File: config.mk
export PLATFORM = sky130hd
export DESIGN_NAME = samrd_cell
export DESIGN_NICKNAME = d
export VERILOG_FILES = /design/src/hdl/samrd_pkg.sv /design/src/hdl/samrd_cell.sv
export SDC_FILE = /design/constraint.sdc
export NUM_CORES = 1
export LEC_CHECK = 0
export BUFFER_PORTS_ARGS = -buffer_cell sky130_fd_sc_hd__buf_4
export CAP_MARGIN = 20
export CORE_AREA = 4 4 158 160
export DETAILED_ROUTE_END_ITERATION = 8
export DIE_AREA = 0 0 162 164
export GPL_TIMING_DRIVEN = 0
export PLACE_DENSITY_LB_ADDON = 0.15
export SYNTH_ARGS = -nofsm -noshare
export SYNTH_HDL_FRONTEND = slang
export SYNTH_SLANG_ARGS = --single-unit
File: constraint.sdc
create_clock -name i_clk -period 4.2 [get_ports i_clk]
set_input_delay 0.21 -clock i_clk [delete_from_list [all_inputs] [get_ports i_clk]]
set_output_delay 0.21 -clock i_clk [all_outputs]
set_load 0.02 [all_outputs]
File: src/hdl/samrd_pkg.sv
package samrd_pkg;

    typedef enum logic [2:0] {
        ACT_ADD = 3'd0,
        ACT_SUB = 3'd1,
        ACT_MUL = 3'd2,
        ACT_DIV = 3'd3,
        ACT_REM = 3'd4
    } t_action;

    typedef struct packed {
        logic [2:0]  action;
        logic [31:0] operand_a;
        logic [31:0] operand_b;
    } t_in_beat;

    typedef struct packed {
        logic [31:0] result;
        logic        divide_by_zero;
    } t_out_beat;

endpackage

File: src/hdl/samrd_cell.sv
module samrd_cell #(
    parameter int WIDTH = 32,
    parameter int STEP  = 0
) (
    input  logic             i_clk,
    input  logic             i_rst_n,
    input  logic             i_adv,
    input  logic             i_vld,
    input  logic [2:0]       i_act,
    input  logic [WIDTH-1:0] i_a,
    input  logic [WIDTH-1:0] i_b,
    input  logic [WIDTH-1:0] i_acc,
    input  logic [WIDTH-1:0] i_rem,
    output logic             o_vld,
    output logic [2:0]       o_act,
    output logic [WIDTH-1:0] o_a,
    output logic [WIDTH-1:0] o_b,
    output logic [WIDTH-1:0] o_acc,
    output logic [WIDTH-1:0] o_rem
);

    localparam int POS = WIDTH - 1 - STEP;

    logic             r_vld;
    logic [2:0]       r_act;
    logic [WIDTH-1:0] r_a, r_b, r_acc, r_rem;
    logic [WIDTH-1:0] n_acc, n_rem, w_sh, w_diff;
    logic             w_carry, w_ge;
    logic             w_div;

    // multiply: add a shifted copy; divide: one restoring step (acc holds quotient)
    assign w_div   = (i_act == samrd_pkg::ACT_DIV) || (i_act == samrd_pkg::ACT_REM);
    assign w_carry = i_rem[WIDTH-1];
    assign w_sh    = {i_rem[WIDTH-2:0], i_a[POS]};
    assign w_ge    = w_carry || (w_sh >= i_b);
    assign w_diff  = w_sh - i_b;

    always_comb begin
        n_acc = i_acc;
        n_rem = i_rem;
        if (w_div) begin
            n_rem = w_ge ? w_diff : w_sh;
            n_acc = {i_acc[WIDTH-2:0], w_ge};
        end else if (i_act == samrd_pkg::ACT_MUL) begin
            if (i_b[STEP]) begin
                n_acc = i_acc + (i_a << STEP);
            end
        end
    end

    always_ff @(posedge i_clk) begin
        if (!i_rst_n) begin
            r_vld <= 1'b0;
        end else if (i_adv) begin
            r_vld <= i_vld;
        end
        if (i_adv) begin
            r_act <= i_act;
            r_a   <= i_a;
            r_b   <= i_b;
            r_acc <= n_acc;
            r_rem <= n_rem;
        end
    end

    assign o_vld = r_vld;
    assign o_act = r_act;
    assign o_a   = r_a;
    assign o_b   = r_b;
    assign o_acc = r_acc;
    assign o_rem = r_rem;

endmodule

; ---- After elaboration in Yosys (flattened, before gate mapping)
; Cells that the tools add are included.
; W data, S select, Z words.
[totals]
regBits = 132
latchBits = 0
ram_bits = 0
romBits = 0
output_inout_bits = 132
word_cells = 19
memories = 0
[classes]
add_sub_neg = 2
mul = 0
n_div = 0
order_cmp = 1
n_eq_ne = 3
shifts = 0
mux = 5
bitwise_logic = 0
n_reduce_logical = 2
[ops]
columns = op, n
row1 = $mux W32, 5
row2 = $add A32 B32 Y32, 1
row3 = $ge A32 B32 Y1, 1
row4 = $sub A32 B32 Y32, 1
row5 = $eq A3 B2 Y1 const B, 2
row6 = $eq A3 B3 Y1 const B, 1
row7 = $logic_or A1 B1 Y1, 2

; ---- Depth between registers and ports, before layout
; Gate-level depths: netlist (run 1).
[logic_depth]
depth_word = 4
ltp_mapped = 13
mapped_depth_nobuf = 12

; ---- Worst setup path after synthesis (run 1)
; OpenSTA, ideal clock, no wires.
[synth_timing]
path_type = input-to-reg
startpoint = input port i_a[31]
endpoint = register r_rem[29], in the netlist o_rem[29], data pin
setup_time_ns = 0.150
arrival_time_ns = 2.585
setup_slack_ns = 1.465
stages = 13
cell_sequence = inv_1 ha_1 fa_1 and2b_1 o31ai_1 o2bb2ai_2 o21ai_2 a21oi_1 o41ai_4 buf_4 nand3_1 mux2_4 o211ai_2
[synth_between]
elab_chain_cells = 4
[synth_rtl]
columns = element, line
row1 = start: declaration, samrd_cell.sv:10  ; input logic [WIDTH-1:0] i_a,
row2 = $ge A32 B32 Y1, samrd_cell.sv:35  ; assign w_ge = w_carry || (w_sh >= i_b);
row3 = $logic_or A1 B1 Y1, samrd_cell.sv:35
row4 = $mux W32 *, samrd_cell.sv:42  ; n_rem = w_ge ? w_diff : w_sh;
row5 = $mux W32 *, samrd_cell.sv:41  ; if (w_div) begin
row6 = via n_rem[29], samrd_cell.sv:27  ; logic [WIDTH-1:0] n_acc, n_rem, w_sh, w_diff;
row7 = end signal: assignment, samrd_cell.sv:62  ; r_rem <= n_rem;
row8 = end: declaration, samrd_cell.sv:26  ; logic [WIDTH-1:0] r_a, r_b, r_acc, r_rem;
; The timed path passes the listed nets; every way through them passes the cells marked *.
; A chain may end at the register's enable or synchronous reset.

; ---- Worst setup path after layout (run 1)
[layout_timing]
startpoint = input port i_a[31]
endpoint = register r_rem[14], in the netlist o_rem[14], data pin
; The elaborated chain is that of the path after synthesis.

==> impl_metrics.env, run 1 <==
export IMPL_drtIter0Drc=534
export IMPL_power_density_nw_per_um2=362
export IMPL_clkSlewWorstSetupHoldPaths_ns=0.06
export IMPL_htree_levels=4
export IMPL_fp_dieW_um=162
export IMPL_hold_start="i_a[1]"
export IMPL_num_vias=8180
export IMPL_avgViaCountPerCell=5.20
export IMPL_ys_warn_count=0
export IMPL_cts_hold_buffers_added=66
export IMPL_max_cap_violations=0
export IMPL_grt_pass1_vias=8059
export IMPL_clk_path_buf_depth=2
export IMPL_fin_worst_skew_ns=0
export IMPL_area_growth_pct=41.6
export IMPL_arrival_ns=3.76
export IMPL_wirelength_um=29000
export IMPL_crit_top_cell="o21ai_0"
export IMPL_diodes=0
export IMPL_rsz0062_at_grt="no"
export IMPL_period_minus_slack_ns=3.63
export IMPL_core_area_sq_um=23400
export IMPL_hold_viol=0
export IMPL_synth_edf_count=131
export IMPL_portBuffers=266
export IMPL_io_pins=267
export IMPL_async_reset_ff_frac=0
export IMPL_synthFlopType="edfxtp_1"
export IMPL_syn_nets=1089
export IMPL_peakVddDrop_v=0.000245
export IMPL_timing_rr_end="o_vld"
export IMPL_tns_ns=0
export IMPL_r2r_start="o_vld"
export IMPL_pre_cts_slack_ns=0.696
export IMPL_cpMaxStageDelayCell="o41ai_4"
export IMPL_cts_setup_buffers=0
export IMPL_worstPathCellList="dlygate4sd3_1 > buf_4 > inv_1 > ha_1 > fa_1 > and2b_1 > o31ai_1 > o2bb2ai_2 > o21ai_2 > a21oi_1 > o41ai_4 > buf_4 > o21ai_0 > o21ai_0 > o21ai_0"
export IMPL_min_path_cells=1
export IMPL_reg2reg_slack_ns=3.61
export IMPL_setup_viol=0
export IMPL_final_common_cell="buf_4"
export IMPL_drt_pass1_iterations=5
export IMPL_grt_max_degree=79
export IMPL_dieArea_sq_um=26600
export IMPL_synth_cells=889
export IMPL_critPathMaxStageDelay_ns=0.60
export IMPL_finalNetCount=1441
export IMPL_grt_overflow_total=0
export IMPL_synth_seq_cells=132
export IMPL_path_class="in -> reg"
export IMPL_max_freq_mhz=276
export IMPL_final_layout_size_suffix_gt1_frac=0.259
export IMPL_clk_latency_ns=0.42
export IMPL_drcViolationCount=0
export IMPL_min_path_type="in -> reg"
export IMPL_drv_slew=0
export IMPL_wire_per_inst_um=18.5
export IMPL_grt_pass1_wl_um=44100
export IMPL_grt_use_total=0.213
export IMPL_cts_root_buf="clkbuf_16"
export IMPL_hpwl_um=21600
export IMPL_status="finished clean"
export IMPL_synth_area_per_cell_sq_um=9.94
export IMPL_initial_core_util=0.377
export IMPL_worstMarginPinSlew_ns=0.937
export IMPL_min_period_over_period=0.863
export IMPL_worst_path_max_fanout=10
export IMPL_netlist_area_sq_um=8830
export IMPL_hold_end="o_a[1]"
export IMPL_numCtsBuffers=17
export IMPL_slew_headroom=0.375
export IMPL_grt_antenna_before_repair=0
export IMPL_reg2regPathDepth=2
export IMPL_cts_tree="built"
export IMPL_p_leak_nw=5.50
export IMPL_cts_sinks=132
export IMPL_cts_resized=0
export IMPL_layout_common_cells="buf_4, edfxtp_1, nand2_1"
export IMPL_crit_required_ns=4.34
export IMPL_num_rows=56
export IMPL_die_h_um=164
export IMPL_cp_start_kind="input pin"
export IMPL_yosysUniqueCellTypes=76
export IMPL_yosysSeqAreaShare=0.448
export IMPL_antenna_left=0
export IMPL_gp_routability_congestion=0.854
export IMPL_fin_util=0.535
export IMPL_fin_ws_ns=0.574
export IMPL_end_kind="flop"
sequential cells by signal, summed over array words and instances, names as in the netlist:
name	flops
o_a	32
o_acc	32
o_vld	1
o_b	32
o_act	3
o_rem	32
cells in the mapped netlist (5+ instances only):
| cell | instances | area, sq um |
|---|---|---|
| edfxtp_1 | 131 | 3930 |
| nand2_1 | 93 | 349 |
| a21oi_1 | 92 | 460 |
| nor2_1 | 64 | 240 |
| ha_1 | 63 | 788 |
| o21ai_0 | 58 | 290 |
| inv_1 | 43 | 161 |
| a21o_1 | 34 | 255 |
| clkbuf_1 | 30 | 113 |
| xnor2_1 | 29 | 254 |
| mux2i_1 | 27 | 270 |
| o21ai_1 | 25 | 125 |
| xor2_1 | 20 | 175 |
| o21a_1 | 15 | 113 |
| nor3_1 | 14 | 70.1 |
| and3_1 | 12 | 75.1 |
| nand3_1 | 10 | 50.1 |
| a31oi_1 | 9 | 56.3 |
| o21bai_1 | 9 | 67.6 |
| nand4_1 | 8 | 50.1 |
| nor2b_1 | 7 | 43.8 |
| o211ai_1 | 7 | 52.6 |
| nand2b_1 | 5 | 31.3 |
worst max-delay path, delay by kind of cell:
kind / cells / cell delay, ns
compound gates: 8 / 1.57
fa+ha+maj: 2 / 0.64
buf+inv: 4 / 1.08
simple gates: 1 / 0.24
layer usage:
| metal | part of all wire | up-vias | global-route usage | routed length [um] |
|---|---|---|---|---|
| met5 | 0 | - | 0 | 0 |
| li1 | - | 4025 | - | - |
| met2 | 0.46 | 296 | 0.342 | 13300 |
| met4 | 0.017 | 0 | 0.0642 | 508 |
| met3 | 0.066 | 34 | 0.0439 | 1930 |
| met1 | 0.46 | 3825 | 0.291 | 13300 |
layout make-up:
cell class                 instances  area (sq um)
buffer                            38           159
clock buffer                      19           433
clock inverter                    13           158
fill                            2234         10900
inverter                          43           161
multi-input combinational        676          4560
sequential                       132          3950
tap                              319           399
timing repair buffer             333          2690
stage by stage:
step                std cells  total power, mW  cell area, sq um  hold WS (ns)
CTS                      1573             4.57             12500       0.00180
global route             1573             4.75             12500      0.000430
finish                   1573             4.54             12500        0.0195
detailed placement       1475             2.97             11300         0.399
floorplan                 889             2.45              8830         0.309
global placement         1474             2.95             11200         0.398
logic make-up after synthesis:
kind of cell	synth area share
AO/OA/AOI/OAI	0.220
AND/OR/NAND/NOR	0.121
flip-flops	0.448
buffers and inverters	0.0363
adder cells (fa/ha/maj)	0.0938
XOR/XNOR	0.0486
multiplexers	0.0336
where the power goes:
part	leakage (nW)	switching [mW]	internal, mW	total [mW]
Sequential	1.29	0.0345	1.60	1.63
Clock	0.283	0.609	0.933	1.54
Combinational	3.93	0.767	0.594	1.36
Total	5.50	1.41	3.12	4.54
how the worst max path moves through the flow:
| stage | from | to | slack (ns) | depth (start not counted) |
|---|---|---|---|---|
| 6_report | i_a[31] | o_rem[14] | 0.57 | 15 |
| 3_5_place_dp | i_a[31] | o_rem[19] | 0.70 | 13 |
| 2_1_floorplan | i_a[31] | o_rem[29] | 1.47 | 13 |
| 4_1_cts | i_a[31] | o_rem[19] | 0.59 | 14 |
| 3_3_place_gp | i_a[31] | o_rem[19] | 0.73 | 13 |
| 5_1_grt | i_a[31] | o_rem[14] | 0.38 | 15 |
Power figures use the tool's default switching activity.
==> run 2: changes to the inputs <==
--- a/config.mk
+++ b/config.mk
@@ -8,6 +8,7 @@
 export BUFFER_PORTS_ARGS = -buffer_cell sky130_fd_sc_hd__buf_4
 export CAP_MARGIN = 20
 export CORE_AREA = 4 4 158 160
+export CTS_BUF_LIST = sky130_fd_sc_hd__clkbuf_4
 export DETAILED_ROUTE_END_ITERATION = 8
 export DIE_AREA = 0 0 162 164
 export GPL_TIMING_DRIVEN = 0
==> impl_metrics.env, run 2 (synthesized netlist as in run 1, its figures left out) <==
export IMPL_status="finished clean"
export IMPL_numCtsBuffers=17
export IMPL_cts_sinks=132
export IMPL_power_density_nw_per_um2=309
export IMPL_num_vias=8475
export IMPL_min_period_over_period=0.952
export IMPL_num_rows=56
export IMPL_r2r_start="o_vld"
export IMPL_area_growth_pct=47.3
export IMPL_drcViolationCount=0
export IMPL_gp_routability_congestion=0.854
export IMPL_final_cell_count_no_fill=1653
export IMPL_initial_core_util=0.377
export IMPL_htree_levels=4
export IMPL_internal_power_mw=2.67
export IMPL_p_sw_mw=1.35
export IMPL_critPathMaxStageDelay_ns=0.61
export IMPL_cpMaxStageDelayCell="o41ai_4"
export IMPL_fin_worst_skew_ns=0
export IMPL_fp_dieW_um=162
export IMPL_io_pins=267
export IMPL_crit_required_ns=4.52
export IMPL_clkSlewWorstSetupHoldPaths_ns=0.12
export IMPL_critPathBufInv=5
export IMPL_grt_pass1_wl_um=45000
export IMPL_grt_use_total=0.215
export IMPL_reg2reg_slack_ns=3.04
export IMPL_layout_common_cells="buf_4, dlygate4sd3_1, edfxtp_1"
export IMPL_cts_tree="built"
export IMPL_min_path_type="in -> reg"
export IMPL_grt_overflow_total=0
export IMPL_wire_per_inst_um=17.8
export IMPL_hold_end="o_acc[0]"
export IMPL_clk_latency_ns=0.56
export IMPL_avgViaCountPerCell=5.13
export IMPL_num_fill_cells=2194
export IMPL_timing_rr_end="o_vld"
export IMPL_cts_root_buf="clkbuf_4"
export IMPL_cpLargestDelayFamily="buffers and inverters"
export IMPL_hpwl_um=21600
export IMPL_swShare=0.336
export IMPL_min_path_cells=3
export IMPL_grt_max_degree=79
export IMPL_setup_viol=0
export IMPL_grt_antenna_before_repair=1
export IMPL_worst_path_max_fanout=10
export IMPL_p_leak_nw=5.71
export IMPL_portBuffers=266
export IMPL_drtIter0Drc=592
export IMPL_wirelength_um=29500
export IMPL_final_common_cell="buf_4"
export IMPL_worstMarginPinSlew_ns=0.920
export IMPL_die_h_um=164
export IMPL_peakVddDrop_v=0.000157
export IMPL_rsz0062_at_grt="no"
export IMPL_end_kind="flop"
export IMPL_tns_ns=0
export IMPL_reg2regPathDepth=3
export IMPL_cts_setup_buffers=0
export IMPL_clk_path_buf_depth=2
export IMPL_max_freq_mhz=250
export IMPL_drv_slew=0
export IMPL_max_cap_violations=0
export IMPL_final_layout_size_suffix_gt1_frac=0.245
export IMPL_hold_viol=0
export IMPL_dieArea_sq_um=26600
export IMPL_arrival_ns=4.31
export IMPL_p_comb_frac=0.357
export IMPL_finalNetCount=1520
export IMPL_seqPwrFrac=0.405
export IMPL_post_place_cells=1475
export IMPL_path_class="in -> reg"
export IMPL_antenna_left=0
export IMPL_slew_headroom=0.387
export IMPL_worstPathCellList="dlygate4sd3_1 > buf_4 > inv_1 > ha_1 > fa_1 > and2b_1 > o31ai_1 > o2bb2ai_2 > o21ai_2 > a21oi_1 > o41ai_4 > buf_4 > mux2i_1 > o21ai_1 > dlygate4sd3_1"
export IMPL_hold_start="i_acc[0]"
export IMPL_drt_pass1_iterations=6
export IMPL_pwr_share_clk=0.238
export IMPL_grt_pass1_vias=8341
export IMPL_period_minus_slack_ns=4.00
export IMPL_cp_start_kind="input pin"
export IMPL_core_area_sq_um=23400
[run 2: worst max-delay path by stage]
stage          startpoint   endpoint  depth (start not counted)
6_report          i_a[31]  o_rem[18]                         15
5_1_grt           i_a[31]   o_rem[2]                         15
4_1_cts           i_a[31]  o_rem[20]                         15
3_5_place_dp      i_a[31]  o_rem[19]                         13
3_3_place_gp      i_a[31]  o_rem[19]                         13
2_1_floorplan     i_a[31]  o_rem[29]                         13
[run 2: final cells by class]
type,instances,area (sq um),area share
Clock inverter,13,158,0.0121
Antenna cell,1,2.50,0.000192
Sequential cell,132,3950,0.304
Inverter,43,161,0.0124
Multi-Input combinational cell,676,4560,0.350
Clock buffer,19,143,0.0110
Buffer,38,159,0.0122
Tap cell,319,399,0.0307
Timing Repair Buffer,412,3480,0.267
[run 2: repair_timing]
item / in CTS / in global routing
gates resized for setup: 0 / 0
endpoints found under the setup margin: 0 / 0
hold buffers: 145 / 0
endpoints found under the hold margin: 127 / 0
[run 2: tightest hold or removal path, cell delays in order]
cell	delay [ns]
buf_4	0.09
mux2i_1	0.06
o21ai_0	0.13
[run 2: through the flow]
stage | total power, mW | cell area [sq um] | setup slack [ns] | utilization | hold WS, ns
4_1_cts | 4.05 | 13000 | 0.255 | 0.556 | 0.0000731
2_1_floorplan | 2.45 | 8830 | 1.47 | - | 0.309
3_3_place_gp | 2.95 | 11200 | 0.728 | 0.480 | 0.398
6_report | 4.03 | 13000 | 0.204 | 0.556 | 0.0366
3_5_place_dp | 2.97 | 11300 | 0.696 | 0.481 | 0.399
5_1_grt | 4.24 | 13000 | 0.0593 | 0.556 | 0.0110
[run 2: power groups by stage]
stage          sequential, mW  combinational [mW]  clock, mW
2_1_floorplan            1.82               0.626          0
3_3_place_gp             1.66                1.30          0
3_5_place_dp             1.66                1.31          0
4_1_cts                  1.63                1.44      0.985
5_1_grt                  1.64                1.56       1.04
6_report                 1.63                1.44      0.959
[run 2: routing by layer]
metal  GRT usage  share of wire  vias to the layer above
li1            -              -                     4163
met1       0.296           0.46                     3988
met2       0.349           0.46                      293
met3      0.0457          0.062                       31
met4      0.0519          0.016                        0
met5           0              0                        -
